$ cat src/hdl/mrs_pkg.sv
// shared types, widths and codes for the ultrasonic ranging sequencer
package mrs_pkg;

    localparam int SENSOR_COUNT = 3;
    localparam int LINE_COUNT   = 3;
    localparam int SENSOR_W     = (SENSOR_COUNT > 1) ? $clog2(SENSOR_COUNT) : 1;

    localparam int ECHO_W      = 3;
    localparam int TRIG_W      = 3;
    localparam int SENS_OUT_W  = 2;
    localparam int DIST_W      = 17;
    localparam int TLEN_W      = 8;
    localparam int TMO_W       = 16;
    localparam int GAP_W       = 20;
    localparam int SCALE_W     = 18;
    localparam int CNT_W       = 20;
    localparam int PW_W        = 16;
    localparam int FRAC_W      = 16;
    localparam int CFG_IDX_W   = 3;
    localparam int CFG_DATA_W  = 20;
    localparam int S_TDATA_W   = 8;
    localparam int M_TDATA_W   = 24;

    typedef enum logic [2:0] {
        PH_IDLE = 3'd0,
        PH_TRIG = 3'd1,
        PH_RISE = 3'd2,
        PH_MEAS = 3'd3,
        PH_GAP  = 3'd4,
        PH_RGAP = 3'd5
    } phase_t;

    typedef enum logic [CFG_IDX_W-1:0] {
        REG_ENABLE       = 3'd0,
        REG_TRIGGER_LEN  = 3'd1,
        REG_ECHO_TIMEOUT = 3'd2,
        REG_SENSOR_GAP   = 3'd3,
        REG_ROUND_GAP    = 3'd4,
        REG_SCALE        = 3'd5
    } cfg_reg_t;

    typedef struct packed {
        logic                enable;
        logic [TLEN_W-1:0]   trigger_len;
        logic [TMO_W-1:0]    echo_timeout;
        logic [GAP_W-1:0]    sensor_gap;
        logic [GAP_W-1:0]    round_gap;
        logic [SCALE_W-1:0]  scale;
    } cfg_t;

    // last member sits in the lowest bits, so the struct maps straight onto m_tdata
    typedef struct packed {
        logic                  update_timeout;
        logic [DIST_W-1:0]     update_distance;
        logic [SENS_OUT_W-1:0] update_sensor;
        logic                  update_valid;
        logic [TRIG_W-1:0]     trigger_lines;
    } result_t;

endpackage

$ cat src/hdl/mrs_dist.sv
// pulse width to distance: q16 scale, round half up, saturate
module mrs_dist (
    input  logic [mrs_pkg::PW_W-1:0]    pulse_width,
    input  logic [mrs_pkg::SCALE_W-1:0] scale,
    output logic [mrs_pkg::DIST_W-1:0]  distance
);
    import mrs_pkg::*;

    localparam int PROD_W = PW_W + SCALE_W + 1;
    localparam int SHR_W  = PROD_W - FRAC_W;
    localparam logic [PROD_W-1:0] HALF = PROD_W'(1) << (FRAC_W - 1);

    logic [PROD_W-1:0] prod;
    logic [SHR_W-1:0]  shifted;

    always_comb begin
        prod    = PROD_W'(pulse_width) * PROD_W'(scale) + HALF;
        shifted = prod[PROD_W-1:FRAC_W];
        if (|shifted[SHR_W-1:DIST_W]) begin
            distance = '1;
        end else begin
            distance = shifted[DIST_W-1:0];
        end
    end

endmodule

$ cat src/hdl/mrs_core.sv
// sequencing state machine: trigger, echo wait, pulse measure, gaps
module mrs_core (
    input  logic                         aclk,
    input  logic                         aresetn,
    input  mrs_pkg::cfg_t                cfg,
    input  logic                         step,
    input  logic [mrs_pkg::ECHO_W-1:0]   echo,
    output mrs_pkg::result_t             result
);
    import mrs_pkg::*;

    phase_t                phase_reg, phase_next;
    logic [SENSOR_W-1:0]   sensor_reg, sensor_next;
    logic [CNT_W-1:0]      tick_reg, tick_next;
    logic [PW_W-1:0]       pw_reg, pw_next;

    logic [CNT_W-1:0]      tick_inc;
    logic [SENSOR_W:0]     sensor_inc;
    logic [TRIG_W-1:0]     line_sel;
    logic                  echo_hi;
    logic [DIST_W-1:0]     distance;

    mrs_dist u_dist (
        .pulse_width (pw_reg),
        .scale       (cfg.scale),
        .distance    (distance)
    );

    always_ff @(posedge aclk) begin
        if (!aresetn) begin
            phase_reg  <= PH_IDLE;
            sensor_reg <= '0;
            tick_reg   <= '0;
            pw_reg     <= '0;
        end else if (step) begin
            phase_reg  <= phase_next;
            sensor_reg <= sensor_next;
            tick_reg   <= tick_next;
            pw_reg     <= pw_next;
        end
    end

    always_comb begin
        // sensors past the physical lines see a low echo and drive nothing
        for (int i = 0; i < LINE_COUNT; i++) begin
            line_sel[i] = (32'(sensor_reg) == i);
        end
        echo_hi    = |(echo & line_sel);
        tick_inc   = tick_reg + CNT_W'(1);
        sensor_inc = {1'b0, sensor_reg} + (SENSOR_W+1)'(1);

        phase_next  = phase_reg;
        sensor_next = sensor_reg;
        tick_next   = tick_reg;
        pw_next     = pw_reg;

        result                 = '0;
        result.update_sensor   = SENS_OUT_W'(sensor_reg);

        case (phase_reg)
            PH_TRIG: begin
                result.trigger_lines = line_sel;
                tick_next = tick_inc;
                if (tick_inc >= CNT_W'(cfg.trigger_len)) begin
                    phase_next = PH_RISE;
                    tick_next  = '0;
                end
            end
            PH_RISE: begin
                if (echo_hi) begin
                    phase_next = PH_MEAS;
                    pw_next    = PW_W'(1);
                    tick_next  = '0;
                end else begin
                    tick_next = tick_inc;
                    if (tick_inc >= CNT_W'(cfg.echo_timeout)) begin
                        result.update_valid   = 1'b1;
                        result.update_timeout = 1'b1;
                        phase_next = PH_GAP;
                        tick_next  = '0;
                    end
                end
            end
            PH_MEAS: begin
                if (echo_hi) begin
                    if (pw_reg >= cfg.echo_timeout) begin
                        result.update_valid   = 1'b1;
                        result.update_timeout = 1'b1;
                        phase_next = PH_GAP;
                        tick_next  = '0;
                    end else begin
                        pw_next = pw_reg + PW_W'(1);
                    end
                end else begin
                    result.update_valid    = 1'b1;
                    result.update_distance = distance;
                    phase_next = PH_GAP;
                    tick_next  = '0;
                end
            end
            PH_GAP: begin
                tick_next = tick_inc;
                if (tick_inc >= cfg.sensor_gap) begin
                    tick_next = '0;
                    if (32'(sensor_inc) < SENSOR_COUNT) begin
                        sensor_next = sensor_inc[SENSOR_W-1:0];
                        phase_next  = PH_TRIG;
                    end else begin
                        phase_next = PH_RGAP;
                    end
                end
            end
            PH_RGAP: begin
                tick_next = tick_inc;
                if (tick_inc >= cfg.round_gap) begin
                    tick_next   = '0;
                    sensor_next = '0;
                    phase_next  = cfg.enable ? PH_TRIG : PH_IDLE;
                end
            end
            default: begin
                tick_next   = '0;
                sensor_next = '0;
                phase_next  = cfg.enable ? PH_TRIG : PH_IDLE;
            end
        endcase

        if (!result.update_valid) begin
            result.update_sensor = '0;
        end
    end

endmodule

$ cat src/hdl/multi_ultrasonic_ranging_sequencer.sv
// Ultrasonic ranging sequencer for several trigger/echo sensor pairs. Each input word is one
// microsecond tick carrying the sampled echo lines, and each tick gives exactly one result word
// with the trigger drive and, when a reading finishes, the sensor index and distance in
// hundredths of a cm (or a timeout flag). Throughput is one word per clock while m_tready is high;
// an accepted word passes through the input register and then the result register, between which
// the whole tick update and the 16x18 distance multiply run. While a result waits on m_tready the
// input register takes at most one more word, then s_tready drops. Configuration writes are always
// taken and belong to idle periods.
module multi_ultrasonic_ranging_sequencer (
    input  logic                              aclk,
    input  logic                              aresetn,
    // [2:0] echo_levels
    input  logic [mrs_pkg::S_TDATA_W-1:0]     s_tdata,
    input  logic                              s_tvalid,
    output logic                              s_tready,
    // [2:0] trigger_lines, [3] update_valid, [5:4] update_sensor,
    // [22:6] update_distance, [23] update_timeout
    output logic [mrs_pkg::M_TDATA_W-1:0]     m_tdata,
    output logic                              m_tvalid,
    input  logic                              m_tready,
    input  logic                              cfg_valid,
    output logic                              cfg_ready,
    input  logic [mrs_pkg::CFG_IDX_W-1:0]     cfg_index,
    input  logic [mrs_pkg::CFG_DATA_W-1:0]    cfg_data
);
    import mrs_pkg::*;

    cfg_t                cfg_reg;
    logic                in_valid_reg, in_valid_next;
    logic [ECHO_W-1:0]   echo_reg;
    logic                out_valid_reg, out_valid_next;
    result_t             out_data_reg;
    result_t             result;
    logic                advance;
    logic                step;

    assign cfg_ready = 1'b1;

    always_ff @(posedge aclk) begin
        if (!aresetn) begin
            cfg_reg.enable       <= 1'b0;
            cfg_reg.trigger_len  <= TLEN_W'(10);
            cfg_reg.echo_timeout <= TMO_W'(10000);
            cfg_reg.sensor_gap   <= GAP_W'(20000);
            cfg_reg.round_gap    <= GAP_W'(10000);
            cfg_reg.scale        <= SCALE_W'(112394);
        end else if (cfg_valid && cfg_ready) begin
            case (cfg_reg_t'(cfg_index))
                REG_ENABLE:       cfg_reg.enable       <= cfg_data[0];
                REG_TRIGGER_LEN:  cfg_reg.trigger_len  <= cfg_data[TLEN_W-1:0];
                REG_ECHO_TIMEOUT: cfg_reg.echo_timeout <= cfg_data[TMO_W-1:0];
                REG_SENSOR_GAP:   cfg_reg.sensor_gap   <= cfg_data[GAP_W-1:0];
                REG_ROUND_GAP:    cfg_reg.round_gap    <= cfg_data[GAP_W-1:0];
                REG_SCALE:        cfg_reg.scale        <= cfg_data[SCALE_W-1:0];
                default: ;
            endcase
        end
    end

    // the result register moves whenever it is empty or being drained
    assign advance  = !out_valid_reg || m_tready;
    assign step     = in_valid_reg && advance;
    assign s_tready = !in_valid_reg || advance;

    assign in_valid_next  = s_tready ? s_tvalid : in_valid_reg;
    assign out_valid_next = advance ? in_valid_reg : out_valid_reg;

    always_ff @(posedge aclk) begin
        if (!aresetn) begin
            in_valid_reg  <= 1'b0;
            out_valid_reg <= 1'b0;
        end else begin
            in_valid_reg  <= in_valid_next;
            out_valid_reg <= out_valid_next;
        end
    end

    always_ff @(posedge aclk) begin
        if (s_tvalid && s_tready) begin
            echo_reg <= s_tdata[ECHO_W-1:0];
        end
        if (step) begin
            out_data_reg <= result;
        end
    end

    mrs_core u_core (
        .aclk    (aclk),
        .aresetn (aresetn),
        .cfg     (cfg_reg),
        .step    (step),
        .echo    (echo_reg),
        .result  (result)
    );

    assign m_tvalid = out_valid_reg;
    assign m_tdata  = out_data_reg;

endmodule

$ cat config.mk
export PLATFORM = sky130hd
export DESIGN_NAME = multi_ultrasonic_ranging_sequencer
export DESIGN_NICKNAME = d
export VERILOG_FILES = /design/src/hdl/mrs_pkg.sv /design/src/hdl/mrs_dist.sv /design/src/hdl/mrs_core.sv /design/src/hdl/multi_ultrasonic_ranging_sequencer.sv
export SDC_FILE = /design/constraint.sdc
export NUM_CORES = 1
export LEC_CHECK = 0
export BUFFER_PORTS_ARGS = -buffer_cell sky130_fd_sc_hd__clkbuf_2
export CAP_MARGIN = 20
export CORE_ASPECT_RATIO = 0.7
export CORE_MARGIN = 5
export CORE_UTILIZATION = 45
export DETAILED_ROUTE_END_ITERATION = 10
export GPL_ROUTABILITY_DRIVEN = 0
export PLACE_DENSITY = 0.65
export SLEW_MARGIN = 20
export SYNTH_ARGS = -nofsm -noshare
export SYNTH_HDL_FRONTEND = slang
export SYNTH_SLANG_ARGS = --single-unit
export TNS_END_PERCENT = 50
$ cat constraint.sdc
create_clock -name aclk -period 10.15 [get_ports aclk]
set_clock_uncertainty 0.05 [all_clocks]
set_input_delay 1.015 -clock aclk [delete_from_list [all_inputs] [get_ports aclk]]
set_output_delay 1.015 -clock aclk [all_outputs]
set_load 0.02 [all_outputs]
# Word-level counts from Yosys, hierarchy flattened
# Cells that the tools add are included.
# Widths: inputs -> output; s select.
# totals
word_cells,110
ff_bits,153
input_bits,36
# op_classes
addsub,4
n_reduce_logical,23
n_mul,1
bitwise_logic,3
magnitude_cmp,6
muxes,34
eq_ne,21
# op_table
op,count
$mux 20,7
$pmux 20 s5,1
$mux 16,3
$ge 20x20->1,2
$add 34x16->35 const B,1
$mul 16x18->34,1
$pmux 16 s2,1
$mux 3,8
$add 20x1->20 const B,1
$ge 20x16->1,1
$ge 20x8->1,1
$mux 17,1
$add 16x1->16 const B,1
$ge 16x16->1,1
$pmux 3 s5,1
$reduce_and 2->1,7
$eq 3x2->1 const B,4
$eq 3x3->1 const B,4
$ne 2x1->1 const B,6
$reduce_and 5->1,2
$eq 3x1->1 const B,2
$mux 1,6
$mux 2,3
$pmux 2 s3,1
20 further kinds,26

# Logic depth before layout (Yosys ltp)
# depth
depth_word,5
mapped_depth,25
ltp_nobuf,22

# Cells and area by module
# Synthesis repeated with hierarchy kept, for this count alone.
# hier_totals
hier_cells,2059
hier_area_um2,18465.2
# modules_own_cells
module,instances,seq_area_each_um2,area_each_um2,cells_per_inst
mrs_dist,1,0.0,9715.6,1125
mrs_core,1,820.8,4566.9,584
multi_ultrasonic_ranging_sequencer,1,2512.4,4182.8,350

# Worst setup path before layout
# OpenSTA, ideal clock, no wires.
# synth_path
path_kind,reg2reg
startpoint,register u_core.pw_reg[7]
endpoint,register out_data_reg (netlist bit m_tdata[12]) (data pin)
path_slack_ns,3.498
path_buffers,3
path_stages_with_launch,25
t_arrival_ns,6.335
synth_period_minus_slack_ns,6.652
cell_sequence,dfxtp_1 -> clkbuf_1 -> buf_1 -> nand2_1 -> fa_1 -> inv_1 -> fa_1 -> inv_1 -> fa_1 -> inv_1 -> fa_1 -> fa_1 -> inv_1 -> fa_1 -> inv_1 -> ha_1 -> a21oi_1 -> o21ai_1 -> a221o_1 -> a211o_1 -> o21ai_1 -> or4b_4 -> o311ai_4 -> buf_6 -> o21ai_0
# synth_via
elab_chain_len,4
# synth_rtl
element,line,rtl
from (decl),mrs_core.sv:15,"logic [PW_W-1:0] pw_reg, pw_next;"
from (signal assigned),mrs_core.sv:39,pw_reg <= pw_next;
$mul 16x18->34 (*),mrs_dist.sv:17,prod = PROD_W'(pulse_width) * PROD_W'(scale) + HALF;
$add 34x16->35 (*),mrs_dist.sv:17,
$reduce_or 2->1,mrs_dist.sv:19,if (|shifted[SHR_W-1:DIST_W]) begin
$mux 17 (*),mrs_dist.sv:19,
to (signal assigned),multi_ultrasonic_ranging_sequencer.sv:83,out_data_reg <= result;
to (decl),multi_ultrasonic_ranging_sequencer.sv:32,result_t out_data_reg;
# Every way passes the cells marked *; elsewhere a longest branch is shown, timed or not.
# A chain may end at the register's enable or synchronous reset.

# Worst setup path in the final report
# layout_path
startpoint,register u_core.pw_reg[12]
endpoint,register out_data_reg (netlist bit m_tdata[15]) (data pin)
# The elaborated chain is that of the path after synthesis.

==> flow_metrics.py <==
metrics = {
    "run_status": {
        "outcome": "completed",
    },
    "logic_synthesis": {
        "synth_edf_count": 27,
        "syn_area_per_cell_um2": 8.52,
        "synth_cell_types": 76,
        "synthArstFlopShare_pct": 0,
        "syn_inst": 2109,
        "synthesis.nets": 2574,
        "synth.yosys.seq_area_share_pct": 18.6,
        "syn_area_mm2": 0.0180,
        "ys_ff_latch": 153,
        "synth_warnings": 0,
        "synthFlopType": "dfxtp_1",
    },
    "timing": {
        "finalSetupViolCount": 0,
        "holdWs_ns": 0.405,
        "timing.setup.tns_ns": 0,
        "worst_slew_pin_slew_ns": 1.17,
        "max_freq_ghz": 0.137,
        "post-route-min-period_ns": 7.30,
        "rsz0062_at_grt": "false",
        "finalHoldViolCount": 0,
        "timing.final.crit_share_pct": 71.9,
        "max_slew_margin_pct": 21.8,
        "drv_slew": 0,
    },
    "power": {
        "p_switching_uw": 409,
        "pwr-share-comb_pct": 8.4,
        "internal-power_uw": 1040,
        "vdd_drop_max_uv": 128,
        "p_leak_uw": 0.00935,
        "switching_share_pct": 28.2,
        "clkPwrFrac_pct": 46.6,
        "power_density_mw_per_mm2": 75.6,
        "fin_total_pwr_uw": 1450,
        "seqPwrFrac_pct": 45.1,
    },
    "detailed_routing": {
        "vias_per_cell": 5.44,
        "drc_errors": 0,
        "wire_per_inst_um": 17.9,
        "vias": 14400,
        "antenna_left": 0,
        "drt_iter0_drc": 1401,
        "drt_first_pass_iters": 5,
        "wirelength_um": 47400,
    },
    "clocking": {
        "root_buffer": "clkbuf_16",
        "clkTransAtPathRegs_ns": 0.08,
        "clock_sinks": 153,
        "clk_latency_ns": 0.45,
        "cts_tree": "yes",
        "postCtsSetupRepairBufs": 0,
        "hold_buffers": 0,
        "cts_inserted_buffers": 17,
        "ctsResizeCount": 0,
        "h-tree-depth": 4,
        "clockBufferDepth": 2,
    },
    "global_routing": {
        "gr-usage-all-layers_pct": 21.7,
        "grt_pass1_wl_um": 76600,
        "overflow": 0,
        "antenna_found_initial": 0,
        "grt_max_degree": 65,
        "grt_pass1_vias": 14300,
    },
    "worst_setup_path": {
        "critPathLaunchType": "register",
        "worst_setup_path_end_kind": "register",
        "cp.required_ns": 10.26,
        "max_stage_delay_ns": 1.01,
        "slowest_stage": "dfxtp_1",
        "crit_chain": "nand2_1, fa_1, inv_1, fa_1, fa_1, fa_1, fa_1, inv_1, fa_1, inv_1, ha_1, a21oi_1, o21ai_1, a221o_1, a211o_1, o21ai_1, or4b_4, o311ai_4, o21ai_0",
        "path_class": "reg2reg",
        "crit_top_cell": "fa_1",
        "crit_arrival_ns": 7.41,
        "path_max_fanout": 22,
    },
    "layout": {
        "syn_to_final_growth_pct": 7.00,
        "drive_gt1_share_pct": 6.16,
        "final_common_cell": "nand2_1",
        "nets": 2564,
        "largest_reg_flops": 83,
        "diodes": 0,
        "final_cell_mix": "nand2_1 (359), inv_1 (351), fa_1 (222), ha_1 (207), and2_1 (147)",
    },
    "die": {
        "fp-row-count": 61,
        "io_pins": 63,
        "die_h_um": 177,
        "dieWidth_um": 249,
        "die-area_mm2": 0.0441,
        "core_mm2": 0.0396,
        "start_util_pct": 45.4,
    },
    "job": {
        "drv_cap": 0,
    },
    "place": {
        "port_buffers": 56,
        "hpwl_um": 36100,
    },
    "min_path": {
        "holdCritPathClass": "reg2reg",
    },
}
-- power groups by stage --
stage / Sequential (µW) / Clock (µW) / Combinational [µW]
after floorplan: 659 / 0 / 76.2
after global placement: 667 / 0 / 117
after detailed placement: 668 / 0 / 120
after CTS: 654 / 685 / 120
after global routing: 656 / 709 / 134
final: 655 / 676 / 121
-- metrics by stage --
step                      utilization (%)  cells  area [µm²]  setup WS (ns)
after detailed placement             47.0   2615       18600           2.89
after global placement               47.0   2615       18600           2.92
after floorplan                         -   2109       18000           3.50
final                                48.5   2647       19200           2.85
after CTS                            48.5   2647       19200           2.87
after global routing                 48.5   2647       19200           2.48
-- routing by layer --
metal  global-route usage [%]  share of wire [%]
met2                     32.5                 42
met5                        0                  0
met3                     4.23                8.0
met4                     4.48                1.7
met1                     32.6                 49
-- cells in the mapped netlist, drive strengths merged, types with 8 or more instances --
master / n / area share [%]
o21ai: 59 / 1.6
clkbuf: 86 / 1.8
fa: 222 / 25
nor4: 8 / 0.40
xor2: 23 / 1.1
nand3: 31 / 0.89
a21oi: 117 / 3.3
and2: 147 / 5.1
nand2b: 9 / 0.31
o211ai: 29 / 1.2
xnor2: 28 / 1.4
and3: 21 / 0.76
nand2: 359 / 7.5
dfxtp: 126 / 14
nor3: 15 / 0.48
a21o: 21 / 0.88
a211oi: 10 / 0.42
inv: 352 / 7.4
nor2: 76 / 1.6
a31oi: 9 / 0.40
o21a: 9 / 0.38
ha: 207 / 14
buf: 10 / 0.34
nor2b: 9 / 0.31
nand4: 24 / 0.99
edfxtp: 27 / 4.5
-- cell families (layout without fill, tap and decap cells) --
group / after synthesis / in the layout / synth area share (%)
xor+xnor: 51 / 51 / 2.53
fa+ha+maj: 429 / 429 / 39.2
simple gates: 728 / 728 / 19.7
mux: 3 / 3 / 0.174
compound gates: 296 / 296 / 10.4
buf+inv: 448 / 451 / 9.49
flops: 153 / 153 / 18.6
other cells: 1 / 1 / 0.0209
-- worst max-delay path: cells and delay by family (launching register included) --
kind	cells	cell delay, ns
flops	1	1.01
buf+inv	3	0.15
simple gates	2	0.67
fa+ha+maj	7	3.64
compound gates	7	1.50
-- final timing paths --
| path | start | endpoint | slack (ns) | cells past startpoint |
|---|---|---|---|---|
| worst min-delay path | cfg_reg[21]$_SDFFE_PN0P_ | cfg_reg[21]$_SDFFE_PN0P_ | 0.41 | 2 |
| worst max-delay path | u_core.pw_reg[12]$_SDFFE_PN0P_ | m_tdata[15]$_SDFFCE_PP0P_ | 2.85 | 19 |
| worst max register to register | u_core.pw_reg[12]$_SDFFE_PN0P_ | m_tdata[15]$_SDFFCE_PP0P_ | 2.85 | 19 |
| worst min register to register | cfg_reg[21]$_SDFFE_PN0P_ | cfg_reg[21]$_SDFFE_PN0P_ | 0.41 | 2 |
-- area by class of cell --
class | count | area, µm²
fill | 3766 | 20400
inverter | 352 | 1320
tap | 535 | 669
multi-input combinational | 1508 | 12900
clock inverter | 14 | 180
sequential | 153 | 3330
timing repair buffer | 67 | 363
clock buffer | 18 | 429
Note: power is estimated with default switching activity, not from simulation.
